===== src/rtl/core/drt_pkg.sv =====
// Shared widths, codes and control structs of the dual-rate throttle core.
package drt_pkg;

    localparam int TIME_W      = 48;
    localparam int RATE_W      = 40;
    localparam int DELTA_W     = 32;
    localparam int WAIT_W      = 32;
    localparam int LEVEL_W     = 62;
    localparam int LIM_W       = 61;
    localparam int ACTIVE_W    = 16;
    localparam int OP_W        = 2;
    localparam int CFG_IDX_W   = 2;
    localparam int STEP_W      = 6;
    // accumulator must hold the saturation cap 2^62
    localparam int SAT_MIN_W   = 63;
    localparam int CAP_SHIFT   = 62;
    // quotient bits resolved by the two divisions
    localparam int AVG_Q_BITS  = 49;
    localparam int PEAK_Q_BITS = 32;

    typedef enum logic [OP_W-1:0] {
        OP_PROGRESS = 2'd0,
        OP_START    = 2'd1,
        OP_END      = 2'd2
    } op_t;

    typedef enum logic [CFG_IDX_W-1:0] {
        CFG_AVG_RATE     = 2'd0,
        CFG_PEAK_RATE    = 2'd1,
        CFG_BUCKET_LIMIT = 2'd2
    } cfg_reg_t;

    typedef enum logic [1:0] {
        UOP_MUL,
        UOP_MULSAT,
        UOP_DIV
    } unit_op_t;

    typedef struct packed {
        logic                start;
        unit_op_t            op;
        logic [STEP_W-1:0]   steps;
        logic [TIME_W-1:0]   mcand;
        logic [RATE_W-1:0]   mplier;
        logic [RATE_W-1:0]   divisor;
    } unit_cmd_t;

    typedef struct packed {
        logic done;
        logic sat;
        logic rem_nz;
    } unit_stat_t;

endpackage


===== src/rtl/core/drt_if.sv =====
// Request, result and register-write channel interfaces of the throttle core.
interface drt_item_if;
    logic                        valid;
    logic                        ready;
    logic [drt_pkg::OP_W-1:0]    op;
    logic [drt_pkg::DELTA_W-1:0] delta_bytes;
    logic [drt_pkg::TIME_W-1:0]  now_us;

    modport source (output valid, output op, output delta_bytes, output now_us, input ready);
    modport sink   (input valid, input op, input delta_bytes, input now_us, output ready);
endinterface

interface drt_result_if;
    logic                       valid;
    logic                       ready;
    logic [drt_pkg::WAIT_W-1:0] wait_us;
    logic                       by_peak;
    logic                       not_registered;

    modport source (output valid, output wait_us, output by_peak, output not_registered,
                    input ready);
    modport sink   (input valid, input wait_us, input by_peak, input not_registered,
                    output ready);
endinterface

interface drt_cfg_if;
    logic                          valid;
    logic                          ready;
    logic [drt_pkg::CFG_IDX_W-1:0] index;
    logic [drt_pkg::RATE_W-1:0]    data;

    modport source (output valid, output index, output data, input ready);
    modport sink   (input valid, input index, input data, output ready);
endinterface


===== src/rtl/core/drt_unit.sv =====
// Shared shift-add multiplier and restoring divider, one bit per cycle.
module drt_unit #(
    parameter int ACC_W = 68
) (
    input  logic                clk,
    input  logic                rst_n,
    input  drt_pkg::unit_cmd_t  cmd,
    input  logic [ACC_W-1:0]    dividend,
    output drt_pkg::unit_stat_t stat,
    output logic [ACC_W-1:0]    acc
);

    localparam logic [ACC_W:0] SAT_CAP = (ACC_W+1)'(1) << drt_pkg::CAP_SHIFT;

    logic [ACC_W-1:0]              acc_reg, acc_next;
    logic [drt_pkg::RATE_W-1:0]    mpl_reg, mpl_next;
    logic [drt_pkg::TIME_W-1:0]    mcand_reg, mcand_next;
    logic [drt_pkg::RATE_W-1:0]    div_reg, div_next;
    logic [drt_pkg::RATE_W:0]      rem_reg, rem_next;
    drt_pkg::unit_op_t             op_reg, op_next;
    logic [drt_pkg::STEP_W-1:0]    cnt_reg, cnt_next;
    logic                          run_reg, run_next;
    logic                          done_reg, done_next;
    logic                          sat_reg, sat_next;

    always_comb
    begin
        logic [ACC_W:0]           prod_sum;
        logic [drt_pkg::RATE_W:0] rem_sh;
        logic                     rem_ge;
        logic [ACC_W-1:0]         div_hi;
        logic                     div_sat;

        acc_next   = acc_reg;
        mpl_next   = mpl_reg;
        mcand_next = mcand_reg;
        div_next   = div_reg;
        rem_next   = rem_reg;
        op_next    = op_reg;
        cnt_next   = cnt_reg;
        run_next   = run_reg;
        sat_next   = sat_reg;
        done_next  = 1'b0;

        prod_sum = {acc_reg, 1'b0}
                 + (ACC_W+1)'(mpl_reg[drt_pkg::RATE_W-1] ? mcand_reg : '0);
        rem_sh   = {rem_reg[drt_pkg::RATE_W-1:0], acc_reg[ACC_W-1]};
        rem_ge   = rem_sh >= {1'b0, div_reg};
        // quotient bits above the resolved range only tell saturation
        div_hi   = dividend >> cmd.steps;
        div_sat  = div_hi >= ACC_W'(cmd.divisor);

        if (cmd.start)
        begin
            op_next    = cmd.op;
            cnt_next   = cmd.steps;
            run_next   = 1'b1;
            mcand_next = cmd.mcand;
            div_next   = cmd.divisor;
            if (cmd.op == drt_pkg::UOP_DIV)
            begin
                sat_next = div_sat;
                rem_next = div_sat ? '0 : div_hi[drt_pkg::RATE_W:0];
                acc_next = dividend << (ACC_W - int'(cmd.steps));
                mpl_next = '0;
            end
            else
            begin
                sat_next = 1'b0;
                rem_next = '0;
                acc_next = '0;
                mpl_next = cmd.mplier << (drt_pkg::RATE_W - int'(cmd.steps));
            end
        end
        else if (run_reg)
        begin
            cnt_next = cnt_reg - 1'b1;
            if (cnt_reg == drt_pkg::STEP_W'(1))
            begin
                run_next  = 1'b0;
                done_next = 1'b1;
            end
            unique case (op_reg)
                drt_pkg::UOP_DIV:
                begin
                    rem_next = rem_ge ? rem_sh - {1'b0, div_reg} : rem_sh;
                    acc_next = {acc_reg[ACC_W-2:0], rem_ge};
                end
                drt_pkg::UOP_MUL, drt_pkg::UOP_MULSAT:
                begin
                    mpl_next = mpl_reg << 1;
                    if (op_reg == drt_pkg::UOP_MULSAT && prod_sum > SAT_CAP)
                        acc_next = SAT_CAP[ACC_W-1:0];
                    else
                        acc_next = prod_sum[ACC_W-1:0];
                end
                default:
                begin
                    acc_next = acc_reg;
                end
            endcase
        end
    end

    always_ff @(posedge clk or negedge rst_n)
    begin
        if (!rst_n)
        begin
            acc_reg   <= '0;
            mpl_reg   <= '0;
            mcand_reg <= '0;
            div_reg   <= '0;
            rem_reg   <= '0;
            op_reg    <= drt_pkg::UOP_MUL;
            cnt_reg   <= '0;
            run_reg   <= 1'b0;
            done_reg  <= 1'b0;
            sat_reg   <= 1'b0;
        end
        else
        begin
            acc_reg   <= acc_next;
            mpl_reg   <= mpl_next;
            mcand_reg <= mcand_next;
            div_reg   <= div_next;
            rem_reg   <= rem_next;
            op_reg    <= op_next;
            cnt_reg   <= cnt_next;
            run_reg   <= run_next;
            done_reg  <= done_next;
            sat_reg   <= sat_next;
        end
    end

    assign acc         = acc_reg;
    assign stat.done   = done_reg;
    assign stat.sat    = sat_reg;
    assign stat.rem_nz = rem_reg != '0;

endmodule


===== src/rtl/core/drt_ctrl.sv =====
// Sequencer: transfer state, average check and token bucket over the shared unit.
module drt_ctrl #(
    parameter int TICKS_PER_SECOND = 1000000,
    parameter int ACC_W            = 68
) (
    input  logic                        clk,
    input  logic                        rst_n,
    input  logic                        item_valid,
    output logic                        item_ready,
    input  logic [drt_pkg::OP_W-1:0]    item_op,
    input  logic [drt_pkg::DELTA_W-1:0] item_delta,
    input  logic [drt_pkg::TIME_W-1:0]  item_now,
    input  logic [drt_pkg::RATE_W-1:0]  avg_rate,
    input  logic [drt_pkg::RATE_W-1:0]  peak_rate,
    input  logic [drt_pkg::RATE_W-1:0]  bucket_limit,
    output drt_pkg::unit_cmd_t          cmd,
    output logic [ACC_W-1:0]            dividend,
    input  drt_pkg::unit_stat_t         stat,
    input  logic [ACC_W-1:0]            acc,
    output logic                        res_valid,
    input  logic                        res_ready,
    output logic [drt_pkg::WAIT_W-1:0]  res_wait,
    output logic                        res_by_peak,
    output logic                        res_not_reg
);

    localparam int TICK_W = $clog2(TICKS_PER_SECOND + 1);
    localparam logic [drt_pkg::STEP_W-1:0] TICK_STEPS = drt_pkg::STEP_W'(TICK_W);
    localparam logic [drt_pkg::RATE_W-1:0] TICKS      = drt_pkg::RATE_W'(TICKS_PER_SECOND);
    localparam int LW  = drt_pkg::LEVEL_W;
    localparam int TW  = drt_pkg::TIME_W;
    localparam int QA  = drt_pkg::AVG_Q_BITS;
    localparam int QP  = drt_pkg::PEAK_Q_BITS;
    localparam int CW  = drt_pkg::SAT_MIN_W;
    localparam logic [63:0] LEVEL_MIN_EXT = {{3{1'b1}}, {(LW-1){1'b0}}};

    typedef enum logic [3:0] {
        S_IDLE, S_DECODE, S_ACHK, S_AMUL, S_ADIV, S_AEVAL, S_PCHK, S_FMUL,
        S_LMUL, S_DMUL, S_FILL, S_DEBIT, S_PNEG, S_PDIV, S_OUT
    } state_t;

    state_t                         state_reg, state_next;
    logic [drt_pkg::OP_W-1:0]       op_reg, op_next;
    logic [drt_pkg::DELTA_W-1:0]    delta_reg, delta_next;
    logic [TW-1:0]                  now_reg, now_next;
    logic [TW-1:0]                  start_reg, start_next;
    logic [TW-1:0]                  last_fill_reg, last_fill_next;
    logic [TW-1:0]                  progress_reg, progress_next;
    logic [LW-1:0]                  level_reg, level_next;
    logic [drt_pkg::ACTIVE_W-1:0]   active_reg, active_next;
    logic [TW-1:0]                  elapsed_reg, elapsed_next;
    logic [QA:0]                    ideal_reg, ideal_next;
    logic [CW-1:0]                  add_reg, add_next;
    logic [drt_pkg::LIM_W-1:0]      lim_reg, lim_next;
    logic [CW-1:0]                  debit_reg, debit_next;
    logic [drt_pkg::WAIT_W-1:0]     wait_reg, wait_next;
    logic                           peak_reg, peak_next;
    logic                           nreg_reg, nreg_next;
    logic                           out_valid_reg, out_valid_next;
    logic [drt_pkg::WAIT_W-1:0]     out_wait_reg, out_wait_next;
    logic                           out_peak_reg, out_peak_next;
    logic                           out_nreg_reg, out_nreg_next;

    always_comb
    begin
        logic [TW:0]     psum;
        logic [TW-1:0]   fill_ticks;
        logic [63:0]     lvl_ext;
        logic [63:0]     fill_sum;
        logic [63:0]     deb_diff;
        logic [QA+1:0]   adiff;
        logic [QP:0]     pq;
        logic [CW-1:0]   mag;

        state_next     = state_reg;
        op_next        = op_reg;
        delta_next     = delta_reg;
        now_next       = now_reg;
        start_next     = start_reg;
        last_fill_next = last_fill_reg;
        progress_next  = progress_reg;
        level_next     = level_reg;
        active_next    = active_reg;
        elapsed_next   = elapsed_reg;
        ideal_next     = ideal_reg;
        add_next       = add_reg;
        lim_next       = lim_reg;
        debit_next     = debit_reg;
        wait_next      = wait_reg;
        peak_next      = peak_reg;
        nreg_next      = nreg_reg;
        out_valid_next = out_valid_reg;
        out_wait_next  = out_wait_reg;
        out_peak_next  = out_peak_reg;
        out_nreg_next  = out_nreg_reg;
        cmd            = '0;
        dividend       = '0;

        psum       = {1'b0, progress_reg} + (TW+1)'(delta_reg);
        fill_ticks = (now_reg >= last_fill_reg) ? now_reg - last_fill_reg : '0;
        lvl_ext    = {{(64-LW){level_reg[LW-1]}}, level_reg};
        fill_sum   = lvl_ext + 64'(add_reg);
        deb_diff   = lvl_ext - 64'(debit_reg);
        adiff      = {1'b0, ideal_reg} - (QA+2)'(elapsed_reg);
        pq         = {1'b0, acc[QP-1:0]} + (QP+1)'(stat.rem_nz);
        mag        = CW'(-lvl_ext);

        if (out_valid_reg && res_ready)
            out_valid_next = 1'b0;

        unique case (state_reg)
            S_IDLE:
            begin
                if (item_valid)
                begin
                    op_next    = item_op;
                    delta_next = item_delta;
                    now_next   = item_now;
                    state_next = S_DECODE;
                end
            end
            S_DECODE:
            begin
                wait_next  = '0;
                peak_next  = 1'b0;
                nreg_next  = 1'b0;
                state_next = S_OUT;
                unique case (op_reg)
                    drt_pkg::OP_START:
                    begin
                        if (active_reg == '0)
                        begin
                            start_next     = now_reg;
                            last_fill_next = now_reg;
                            progress_next  = '0;
                            level_next     = '0;
                        end
                        if (active_reg != '1)
                            active_next = active_reg + 1'b1;
                    end
                    drt_pkg::OP_END:
                    begin
                        if (active_reg == '0)
                            nreg_next = 1'b1;
                        else
                            active_next = active_reg - 1'b1;
                    end
                    drt_pkg::OP_PROGRESS:
                    begin
                        if (active_reg == '0)
                            nreg_next = 1'b1;
                        else
                        begin
                            progress_next = psum[TW] ? '1 : psum[TW-1:0];
                            elapsed_next  = (now_reg >= start_reg) ? now_reg - start_reg : '0;
                            state_next    = S_ACHK;
                        end
                    end
                    default:
                    begin
                        nreg_next = 1'b0;
                    end
                endcase
            end
            S_ACHK:
            begin
                if (avg_rate != '0)
                begin
                    cmd.start  = 1'b1;
                    cmd.op     = drt_pkg::UOP_MUL;
                    cmd.steps  = TICK_STEPS;
                    cmd.mcand  = progress_reg;
                    cmd.mplier = TICKS;
                    state_next = S_AMUL;
                end
                else
                    state_next = S_PCHK;
            end
            S_AMUL:
            begin
                if (stat.done)
                begin
                    cmd.start   = 1'b1;
                    cmd.op      = drt_pkg::UOP_DIV;
                    cmd.steps   = drt_pkg::STEP_W'(QA);
                    cmd.divisor = avg_rate;
                    dividend    = acc;
                    state_next  = S_ADIV;
                end
            end
            S_ADIV:
            begin
                if (stat.done)
                begin
                    if (stat.sat)
                    begin
                        wait_next  = '1;
                        state_next = S_OUT;
                    end
                    else
                    begin
                        ideal_next = {1'b0, acc[QA-1:0]} + (QA+1)'(stat.rem_nz);
                        state_next = S_AEVAL;
                    end
                end
            end
            S_AEVAL:
            begin
                // positive difference: ideal finish lies ahead of elapsed time
                if (!adiff[QA+1] && adiff != '0)
                begin
                    wait_next  = (|adiff[QA:drt_pkg::WAIT_W]) ? '1 : adiff[drt_pkg::WAIT_W-1:0];
                    state_next = S_OUT;
                end
                else
                    state_next = S_PCHK;
            end
            S_PCHK:
            begin
                if (peak_rate != '0 && bucket_limit != '0)
                begin
                    cmd.start      = 1'b1;
                    cmd.op         = drt_pkg::UOP_MULSAT;
                    cmd.steps      = drt_pkg::STEP_W'(drt_pkg::RATE_W);
                    cmd.mcand      = fill_ticks;
                    cmd.mplier     = peak_rate;
                    last_fill_next = now_reg;
                    state_next     = S_FMUL;
                end
                else
                    state_next = S_OUT;
            end
            S_FMUL:
            begin
                if (stat.done)
                begin
                    add_next   = acc[CW-1:0];
                    cmd.start  = 1'b1;
                    cmd.op     = drt_pkg::UOP_MULSAT;
                    cmd.steps  = TICK_STEPS;
                    cmd.mcand  = TW'(bucket_limit);
                    cmd.mplier = TICKS;
                    state_next = S_LMUL;
                end
            end
            S_LMUL:
            begin
                if (stat.done)
                begin
                    lim_next   = (|acc[ACC_W-1:drt_pkg::LIM_W]) ? '1 : acc[drt_pkg::LIM_W-1:0];
                    cmd.start  = 1'b1;
                    cmd.op     = drt_pkg::UOP_MULSAT;
                    cmd.steps  = TICK_STEPS;
                    cmd.mcand  = TW'(delta_reg);
                    cmd.mplier = TICKS;
                    state_next = S_DMUL;
                end
            end
            S_DMUL:
            begin
                if (stat.done)
                begin
                    debit_next = acc[CW-1:0];
                    state_next = S_FILL;
                end
            end
            S_FILL:
            begin
                // refill, clamped at the limit (also when already above it)
                if ($signed(fill_sum) >= $signed(64'(lim_reg)))
                    level_next = LW'(lim_reg);
                else
                    level_next = fill_sum[LW-1:0];
                state_next = S_DEBIT;
            end
            S_DEBIT:
            begin
                if ($signed(deb_diff) < $signed(LEVEL_MIN_EXT))
                    level_next = LEVEL_MIN_EXT[LW-1:0];
                else
                    level_next = deb_diff[LW-1:0];
                state_next = deb_diff[63] ? S_PNEG : S_OUT;
            end
            S_PNEG:
            begin
                cmd.start   = 1'b1;
                cmd.op      = drt_pkg::UOP_DIV;
                cmd.steps   = drt_pkg::STEP_W'(QP);
                cmd.divisor = peak_rate;
                dividend    = ACC_W'(mag);
                state_next  = S_PDIV;
            end
            S_PDIV:
            begin
                if (stat.done)
                begin
                    wait_next  = (stat.sat || pq[QP]) ? '1 : pq[QP-1:0];
                    peak_next  = 1'b1;
                    state_next = S_OUT;
                end
            end
            S_OUT:
            begin
                if (!out_valid_reg || res_ready)
                begin
                    out_valid_next = 1'b1;
                    out_wait_next  = wait_reg;
                    out_peak_next  = peak_reg;
                    out_nreg_next  = nreg_reg;
                    state_next     = S_IDLE;
                end
            end
            default:
            begin
                state_next = S_IDLE;
            end
        endcase
    end

    always_ff @(posedge clk or negedge rst_n)
    begin
        if (!rst_n)
        begin
            state_reg     <= S_IDLE;
            op_reg        <= '0;
            delta_reg     <= '0;
            now_reg       <= '0;
            start_reg     <= '0;
            last_fill_reg <= '0;
            progress_reg  <= '0;
            level_reg     <= '0;
            active_reg    <= '0;
            elapsed_reg   <= '0;
            ideal_reg     <= '0;
            add_reg       <= '0;
            lim_reg       <= '0;
            debit_reg     <= '0;
            wait_reg      <= '0;
            peak_reg      <= 1'b0;
            nreg_reg      <= 1'b0;
            out_valid_reg <= 1'b0;
            out_wait_reg  <= '0;
            out_peak_reg  <= 1'b0;
            out_nreg_reg  <= 1'b0;
        end
        else
        begin
            state_reg     <= state_next;
            op_reg        <= op_next;
            delta_reg     <= delta_next;
            now_reg       <= now_next;
            start_reg     <= start_next;
            last_fill_reg <= last_fill_next;
            progress_reg  <= progress_next;
            level_reg     <= level_next;
            active_reg    <= active_next;
            elapsed_reg   <= elapsed_next;
            ideal_reg     <= ideal_next;
            add_reg       <= add_next;
            lim_reg       <= lim_next;
            debit_reg     <= debit_next;
            wait_reg      <= wait_next;
            peak_reg      <= peak_next;
            nreg_reg      <= nreg_next;
            out_valid_reg <= out_valid_next;
            out_wait_reg  <= out_wait_next;
            out_peak_reg  <= out_peak_next;
            out_nreg_reg  <= out_nreg_next;
        end
    end

    assign item_ready  = state_reg == S_IDLE;
    assign res_valid   = out_valid_reg;
    assign res_wait    = out_wait_reg;
    assign res_by_peak = out_peak_reg;
    assign res_not_reg = out_nreg_reg;

endmodule


===== src/rtl/core/dual_rate_transfer_throttle_core.sv =====
// Top level of the dual-rate transfer throttle: register file, sequencer and shared unit.
//
// item:   one request per transfer event (op, delta_bytes, now_us). op selects
//         progress, transfer start or transfer end; now_us is a monotonic tick count.
// result: exactly one response per request: wait_us to pause (0 = proceed),
//         by_peak when the wait came from the token bucket, not_registered when
//         progress or end arrived with no transfer active.
// cfg:    register writes (index 0 avg_rate, 1 peak_rate, 2 bucket_limit),
//         always ready, taking effect at once; other indexes are dropped.
// One request at a time; item.ready is low from acceptance until the response
// is loaded into the output register, and rises again at that same edge.
// Start, end and unregistered progress requests go from decode straight to the
// output state. Progress requests iterate on one shift-add multiplier /
// restoring divider, one bit per cycle: the average check multiplies by
// TICKS_PER_SECOND over its bits (20 by default) and divides, ending there
// when the average limit sets the wait; the token bucket, when consulted, adds
// three multiplies and, when it runs into deficit, a divide.
// Reset clears the registers, the transfer state and the output register.
// A stalled response holds in the output register; the block then finishes
// the next request's work and waits before loading its response.
module dual_rate_transfer_throttle_core #(
    parameter int TICKS_PER_SECOND = 1000000
) (
    input  logic          clk,
    input  logic          rst_n,
    drt_item_if.sink      item,
    drt_result_if.source  result,
    drt_cfg_if.sink       cfg
);

    localparam int TICK_W = $clog2(TICKS_PER_SECOND + 1);
    localparam int PROD_W = drt_pkg::TIME_W + TICK_W;
    localparam int ACC_W  = (PROD_W > drt_pkg::SAT_MIN_W) ? PROD_W : drt_pkg::SAT_MIN_W;

    logic [drt_pkg::RATE_W-1:0] avg_rate_reg, avg_rate_next;
    logic [drt_pkg::RATE_W-1:0] peak_rate_reg, peak_rate_next;
    logic [drt_pkg::RATE_W-1:0] limit_reg, limit_next;

    drt_pkg::unit_cmd_t  cmd;
    drt_pkg::unit_stat_t stat;
    logic [ACC_W-1:0]    dividend;
    logic [ACC_W-1:0]    acc;

    assign cfg.ready = 1'b1;

    always_comb
    begin
        avg_rate_next  = avg_rate_reg;
        peak_rate_next = peak_rate_reg;
        limit_next     = limit_reg;
        if (cfg.valid)
        begin
            unique case (cfg.index)
                drt_pkg::CFG_AVG_RATE:     avg_rate_next  = cfg.data;
                drt_pkg::CFG_PEAK_RATE:    peak_rate_next = cfg.data;
                drt_pkg::CFG_BUCKET_LIMIT: limit_next     = cfg.data;
                default:                   limit_next     = limit_reg;
            endcase
        end
    end

    always_ff @(posedge clk or negedge rst_n)
    begin
        if (!rst_n)
        begin
            avg_rate_reg  <= '0;
            peak_rate_reg <= '0;
            limit_reg     <= '0;
        end
        else
        begin
            avg_rate_reg  <= avg_rate_next;
            peak_rate_reg <= peak_rate_next;
            limit_reg     <= limit_next;
        end
    end

    drt_ctrl #(
        .TICKS_PER_SECOND (TICKS_PER_SECOND),
        .ACC_W            (ACC_W)
    ) u_ctrl (
        .clk          (clk),
        .rst_n        (rst_n),
        .item_valid   (item.valid),
        .item_ready   (item.ready),
        .item_op      (item.op),
        .item_delta   (item.delta_bytes),
        .item_now     (item.now_us),
        .avg_rate     (avg_rate_reg),
        .peak_rate    (peak_rate_reg),
        .bucket_limit (limit_reg),
        .cmd          (cmd),
        .dividend     (dividend),
        .stat         (stat),
        .acc          (acc),
        .res_valid    (result.valid),
        .res_ready    (result.ready),
        .res_wait     (result.wait_us),
        .res_by_peak  (result.by_peak),
        .res_not_reg  (result.not_registered)
    );

    drt_unit #(
        .ACC_W (ACC_W)
    ) u_unit (
        .clk      (clk),
        .rst_n    (rst_n),
        .cmd      (cmd),
        .dividend (dividend),
        .stat     (stat),
        .acc      (acc)
    );

endmodule


===== src/flat_wrapper.sv =====
// flat-port wrapper written by rule: the top's interface ports become plain ports
module dual_rate_transfer_throttle_core_flat 
#(
    parameter int TICKS_PER_SECOND = 1000000
)
  (clk, rst_n, item_valid, item_op, item_delta_bytes, item_now_us, item_ready, result_valid, result_wait_us, result_by_peak, result_not_registered, result_ready, cfg_valid, cfg_index, cfg_data, cfg_ready);
  drt_item_if item_i ();
  drt_result_if result_i ();
  drt_cfg_if cfg_i ();
  input  logic clk;
  input  logic rst_n;
  input wire logic [$bits(item_i.valid)-1:0] item_valid;
  input wire logic [$bits(item_i.op)-1:0] item_op;
  input wire logic [$bits(item_i.delta_bytes)-1:0] item_delta_bytes;
  input wire logic [$bits(item_i.now_us)-1:0] item_now_us;
  output wire logic [$bits(item_i.ready)-1:0] item_ready;
  output wire logic [$bits(result_i.valid)-1:0] result_valid;
  output wire logic [$bits(result_i.wait_us)-1:0] result_wait_us;
  output wire logic [$bits(result_i.by_peak)-1:0] result_by_peak;
  output wire logic [$bits(result_i.not_registered)-1:0] result_not_registered;
  input wire logic [$bits(result_i.ready)-1:0] result_ready;
  input wire logic [$bits(cfg_i.valid)-1:0] cfg_valid;
  input wire logic [$bits(cfg_i.index)-1:0] cfg_index;
  input wire logic [$bits(cfg_i.data)-1:0] cfg_data;
  output wire logic [$bits(cfg_i.ready)-1:0] cfg_ready;
  assign item_i.valid = item_valid;
  assign item_i.op = item_op;
  assign item_i.delta_bytes = item_delta_bytes;
  assign item_i.now_us = item_now_us;
  assign item_ready = item_i.ready;
  assign result_valid = result_i.valid;
  assign result_wait_us = result_i.wait_us;
  assign result_by_peak = result_i.by_peak;
  assign result_not_registered = result_i.not_registered;
  assign result_i.ready = result_ready;
  assign cfg_i.valid = cfg_valid;
  assign cfg_i.index = cfg_index;
  assign cfg_i.data = cfg_data;
  assign cfg_ready = cfg_i.ready;
  dual_rate_transfer_throttle_core #(.TICKS_PER_SECOND(TICKS_PER_SECOND)) u_core (.clk(clk), .rst_n(rst_n), .item(item_i), .result(result_i), .cfg(cfg_i));
endmodule

===== config.mk =====
export PLATFORM = sky130hd
export DESIGN_NAME = dual_rate_transfer_throttle_core_flat
export DESIGN_NICKNAME = d
export VERILOG_FILES = /design/src/rtl/core/drt_pkg.sv /design/src/rtl/core/drt_if.sv /design/src/rtl/core/drt_unit.sv /design/src/rtl/core/drt_ctrl.sv /design/src/rtl/core/dual_rate_transfer_throttle_core.sv /design/src/flat_wrapper.sv
export SDC_FILE = /design/constraint.sdc
export NUM_CORES = 2
export LEC_CHECK = 0
export BUFFER_PORTS_ARGS = -buffer_cell sky130_fd_sc_hd__buf_4
export CORE_MARGIN = 1
export CORE_UTILIZATION = 45
export DETAILED_ROUTE_END_ITERATION = 8
export PLACE_DENSITY = 0.58
export SETUP_SLACK_MARGIN = 0.05
export SLEW_MARGIN = 20
export SYNTH_ARGS = -nofsm -noshare
export SYNTH_HDL_FRONTEND = slang
export SYNTH_SLANG_ARGS = --single-unit

===== constraint.sdc =====
create_clock -name clk -period 6.2 [get_ports clk]
set_clock_uncertainty 0.15 [all_clocks]
set_input_delay 0.62 -clock clk [delete_from_list [all_inputs] [get_ports clk]]
set_output_delay 0.62 -clock clk [all_outputs]
set_load 0.02 [all_outputs]

; ---- After elaboration in Yosys (flattened, before gate mapping)
; Cells that the tools add are included.
[op_classes]
n_bitwise = 2
shifts = 3
add_sub_neg = 16
eq_ne = 40
reduce_logical = 53
magnitude_cmp = 7
muxes = 85
[op_table]
columns = operator, n
row1 = 48-bit 2-to-1 mux, 9
row2 = 97-bit 2-to-1 mux, 4
row3 = 88-bit case mux with 4 select lines, 1
row4 = 68-bit 2-to-1 mux, 5
row5 = 68-bit case mux with 2 select lines, 2
row6 = 62-bit 2-to-1 mux, 4
row7 = 41-bit 2-to-1 mux, 6
row8 = 40-bit 2-to-1 mux, 5
row9 = 32-bit 2-to-1 mux, 6
row10 = 48-bit case mux with 2 select lines, 2
row11 = 62-bit case mux with 3 select lines, 1
row12 = 32-bit case mux with 4 select lines, 1
row13 = 40-bit nonzero test, 3
row14 = 48-bit greater-or-equal comparator, 2
row15 = 48-bit subtractor, 2
row16 = 40-bit case mux with 2 select lines, 1
row17 = 69-bit adder, 1
row18 = "69-bit by 63-bit greater-than comparator with 1-bit output, second input constant", 1
row19 = 68-bit by 40-bit greater-or-equal comparator with 1-bit output, 1
row20 = 68-bit by 32-bit left shift with 68-bit output, 1
row21 = 68-bit by 6-bit right shift with 68-bit output, 1
row22 = 64-bit by 63-bit adder with 64-bit output, 1
row23 = 64-bit by 62-bit greater-or-equal comparator with 1-bit output, 1
row24 = "64-bit by 62-bit < comparator with 1-bit output, second input constant", 1
row25 = 56 further kinds, 144
[totals]
inputBits = 129
output_inout_bits = 37
register_bits = 1030
word_cells = 240

; ---- Depth between registers and ports, before layout
[depth]
word_depth = 9
ltp_mapped = 30
ltp_nobuf = 28

; ---- Modules after synthesis
; From an unflattened synthesis, not the netlist that was laid out.
[unflattened]
cells_unflattened = 9807
hier_area_um2 = 83013.4
[by_module_without_submodules]
columns = mod, instances, area_each_um2, cells_per_inst
row1 = drt_ctrl, 1, 49581.3, 5752
row2 = drt_unit, 1, 28969.0, 3798
row3 = dual_rate_transfer_throttle_core, 1, 4463.0, 257

; ---- Worst setup path before layout
; No wires, ideal clock.
[synth_path]
kind = reg2reg
start = register u_core.u_ctrl.level_reg[1]
end = register u_core.u_ctrl.level_reg[37]
t_arrival_ns = 5.386
path_buffers = 2
required_ns = 5.908
setup_time_ns = 0.142
stages_incl_launch_ff = 28
setup_slack_ns = 0.522
period_less_slack_ns = 5.678
path_cell_list = dfrtp_1 > inv_1 > fa_1 > nor2b_1 > o31a_1 > o22ai_1 > o21a_1 > o2111ai_1 > a41oi_1 > o31a_1 > nor2b_1 > o31ai_1 > a41oi_1 > o21bai_1 > xor2_1 > ha_1 > and4_1 > nand4_1 > or3_1 > nor2_1 > o21ai_0 > o21ai_0 > nor3_1 > a41o_1 > buf_2 > buf_4 > mux2i_1 > o221ai_1
[synth_between]
elab_chain_len = 4
word_cells_on_any_way = 7
[synth_lines]
columns = item, line
row1 = start: declaration, drt_ctrl.sv:49  ; logic [LW-1:0] level_reg, level_next;
row2 = start signal: assignment, drt_ctrl.sv:355  ; level_reg <= level_next;
row3 = 64-bit by 63-bit subtractor with 64-bit output / 64-bit by 63-bit adder with 64-bit output (equally long branches), "drt_ctrl.sv:103, drt_ctrl.sv:102"
row4 = 64-bit by 62-bit < comparator with 1-bit output / 64-bit by 62-bit greater-or-equal comparator with 1-bit output (equally long branches), "drt_ctrl.sv:278, drt_ctrl.sv:270"
row5 = "62-bit 2-to-1 mux, on equally long branches", "drt_ctrl.sv:278, drt_ctrl.sv:270"
row6 = 62-bit case mux with 3 select lines *, drt_ctrl.sv:111  ; unique case (state_reg)
; Mark *: on every way between the ends. The rest lies on a longest branch, timed or not.
; A chain may end at the register's enable or synchronous reset.

; ---- Worst setup path in the final report
[layout_path]
start = register u_core.u_ctrl.level_reg[1]
end = register u_core.u_ctrl.level_reg[56]
; The elaborated chain is that of the path after synthesis.

==> results.yml <==
timing:
  rsz0062_at_grt: "yes"
  postLayoutSetupSlackWorst_ps: 178.7
  maxSlewViolCount: 0
  totalNegativeSetupSlack_ps: 0
  worst_tran_pin_value_ps: 1169
  finalHoldViolations: 0
  post-route-period-util: 0.9712
  timing.hold.ws_ps: 214.6
  timing.fmax_ghz: 0.1661
  period_needed_ps: 6021
  slew_headroom: 0.2203
  setup_viol: 0
cts:
  clk-insertion-delay-late_ps: 830
  cts_num_sinks: 1030
  cts.reportedPaths.clkPinSlew_ps: 70
  buffer_type_at_the_clock_tree_root: "sky130_fd_sc_hd__clkbuf_16"
  cts-root-to-sink-buffers: 3
  cts.htree.levels: 3
  cts_tree: "built"
  tritoncts.num_buffers: 121
logic_synthesis:
  postSynth.asyncResetShare: 1.000
  synthesized_area_sq_um: 74150
  syn_inst: 8450
  ys.flop_type: "sky130_fd_sc_hd__dfrtp_1"
  yosys_register_bits: 1030
  synth-edff-count: 0
  yosys_warnings: 0
  seq_area_frac_synth: 0.3476
  postSynthAreaPerCell_sq_um: 8.775
  synth.lib_cells_used.distinct: 110
route:
  drt-initial-drc-count: 6649
  route.vias.total: 67280
  detail_route.wirelength_um: 272800
  detail_route.wl_per_cell_um: 24.84
  drtPass1Iterations: 8
  route.antenna.remaining_nets: 0
  drcViolationCount: 0
  vias_per_cell: 6.126
worst_setup_path:
  rr_endpoint: "u_core.u_ctrl.level_reg[56]$_DFFE_PN0P_"
  rrSetupSlack_ps: 180
  critPathBufInv: 6
  critical_path_arrival_ps: 6490
  logic_depth_of_the_worst_register_to_register_path: 32
  critPathMostFrequentCell: "sky130_fd_sc_hd__buf_4"
  timing.critical_path.from_type: "register"
  worst_setup_path_end_kind: "register"
  critical_path_required_ps: 6670
  critical-path-max-stage-delay_ps: 390
  crit_type: "register to register"
  startpoint: "u_core.u_ctrl.level_reg[1]$_DFFE_PN0P_"
  regToRegStartpoint: "u_core.u_ctrl.level_reg[1]$_DFFE_PN0P_"
  cp_top_family: "compound AO/OA/AOI/OAI gates"
  crit_path_max_fanout: 5
  timing.critical_path.slowest_stage_cell: "sky130_fd_sc_hd__dfrtp_1"
grt:
  grt_antenna_before_repair: 4
  number_of_global_route_vias_before_repair: 64600
  grt_first_pass_wirelength_um: 409800
  pin_count_of_the_biggest_net_entering_global_routing: 176
  grtUsageTotal: 0.3184
  grt_remaining_overflow: 0
finish:
  layout_cells_sized_above_1: 0.1376
  antenna-diode-count: 0
  fillers: 15120
  num-nets-final: 9353
  area.sequential_sq_um: 25780
  area_growth_syn_to_layout_pct: 14.70
  multiInputGateArea_sq_um: 45110
  largest_reg_flops: 68
  final_cells: 10980
  fin_util: 0.5213
die:
  io_pins: 166
  die_x_um: 407.9
  core-area_sq_um: 163100
  core.rowCount: 148
  starting_utilization_of_the_core_area: 0.4545
  floorplan.die_area_sq_um: 166400
  chipHeight_um: 407.9
power_and_ir_drop:
  leakagePower_uw: 0.03892
  ir_drop_uv: 498.9
  power.density_cell_area_nw_per_um2: 615.4
placement:
  finalWeightedCongestion: 0.9595
  port-buffer-count: 164
  place_hpwl_um: 207200
  pre_cts_ws_ps: -106.5
  numPlacedInstances: 10610
hold_path:
  whs_endpoint: "u_core.u_ctrl.state_reg[2]$_DFFE_PN0P_"
  min-delay-path-class: "primary input to register"
  worst_hold_startpoint: "item_valid"
  timing.hold.worst_path_depth: 5
job:
  maxCapViolCount: 0
status:
  outcome: "finished clean"
## placed cells by master (no fill, tap or decap), types with 140 or more instances in the layout
cell	netlist	routed
sky130_fd_sc_hd__xor2_1	194	192
sky130_fd_sc_hd__nand2_1	797	790
sky130_fd_sc_hd__nand3_1	142	140
sky130_fd_sc_hd__a21oi_1	622	612
sky130_fd_sc_hd__xnor2_1	260	258
sky130_fd_sc_hd__a21o_1	301	301
sky130_fd_sc_hd__dfrtp_1	1030	1029
sky130_fd_sc_hd__mux2_2	366	366
sky130_fd_sc_hd__ha_1	511	509
sky130_fd_sc_hd__nor2_1	511	505
sky130_fd_sc_hd__o21ai_0	664	655
sky130_fd_sc_hd__mux2i_1	190	187
sky130_fd_sc_hd__inv_1	499	499
sky130_fd_sc_hd__buf_4	10	461
## layout make-up
cell class,count,share of cell area
Multi-Input combinational cell,6435,0.5303
Clock inverter,59,0.009695
Inverter,501,0.02211
Tap cell,2175,0.03200
Sequential cell,1030,0.3031
Clock buffer,168,0.04038
Timing Repair Buffer,615,0.06241
## worst min-delay path: cells and delay by family
family / cells / cell delay [ps]
AOI/OAI and AO/OA: 2 / 200
buffers and inverters: 2 / 230
and+or+nand+nor: 1 / 100
## layer usage
metal	GRT usage	wire [um]	vias to the layer above
li1	-	-	31260
met1	0.4466	121800	33080
met2	0.4915	120400	2452
met3	0.05047	18860	487
met4	0.1206	11750	0
met5	0	0	-
## power breakdown
group	total [uW]	internal, uW	switching (uW)	leakage, uW
Clock	7640	4400	3230	0.00207
Sequential	11000	8730	2290	0.0135
Combinational	33700	13600	20000	0.0233
## through the flow
stage | power (uW) | area [sq um]
4_1_cts | 50860 | 84450
5_1_grt | 55610 | 85050
2_1_floorplan | 32460 | 74180
3_3_place_gp | 42700 | 78930
6_report | 52340 | 85050
3_5_place_dp | 42930 | 78930
## cell families after synthesis
group                    share of synthesized area
AO/OA/AOI/OAI                               0.2321
XOR/XNOR                                   0.05363
adder cells (fa/ha/maj)                    0.08866
buffers and inverters                      0.05169
flip-flops                                  0.3476
multiplexers                               0.08199
other                                    0.0001013
AND/OR/NAND/NOR                             0.1442
## how the worst max path moves through the flow
stage	to	slack, ps	cells past startpoint
floorplan	u_core.u_ctrl.level_reg[37]$_DFFE_PN0P_	520	27
global placement	u_core.u_ctrl.level_reg[52]$_DFFE_PN0P_	-90	26
detailed placement	u_core.u_ctrl.level_reg[57]$_DFFE_PN0P_	-110	26
global route	u_core.u_ctrl.level_reg[32]$_DFFE_PN0P_	-90	26
CTS	u_core.u_ctrl.level_reg[57]$_DFFE_PN0P_	50	27
finish	u_core.u_ctrl.level_reg[56]$_DFFE_PN0P_	180	32
## cells in the mapped netlist (124+ instances only)
master | number | area share
sky130_fd_sc_hd__dfrtp_1 | 1030 | 0.35
sky130_fd_sc_hd__nand2_1 | 797 | 0.040
sky130_fd_sc_hd__o21ai_0 | 664 | 0.045
sky130_fd_sc_hd__a21oi_1 | 622 | 0.042
sky130_fd_sc_hd__ha_1 | 511 | 0.086
sky130_fd_sc_hd__nor2_1 | 511 | 0.026
sky130_fd_sc_hd__inv_1 | 499 | 0.025
sky130_fd_sc_hd__clkbuf_1 | 403 | 0.020
sky130_fd_sc_hd__mux2_2 | 366 | 0.056
sky130_fd_sc_hd__a21o_1 | 301 | 0.030
sky130_fd_sc_hd__xnor2_1 | 260 | 0.031
sky130_fd_sc_hd__xor2_1 | 194 | 0.023
sky130_fd_sc_hd__mux2i_1 | 190 | 0.026
sky130_fd_sc_hd__nand3_1 | 142 | 0.0096
sky130_fd_sc_hd__nand4_1 | 124 | 0.010
## repair_timing
| item | 4_1_cts | 5_1_grt |
|---|---|---|
| hold buffers | 123 | 0 |
| pin swaps | 2 | 42 |
| buffers inserted | 0 | 19 |
| setup endpoints to repair | 61 | 98 |
| hold endpoints to repair | 272 | 0 |
| cloned | 0 | 6 |
| resized for setup | 9 | 63 |
Power figures use the tool's default switching activity.
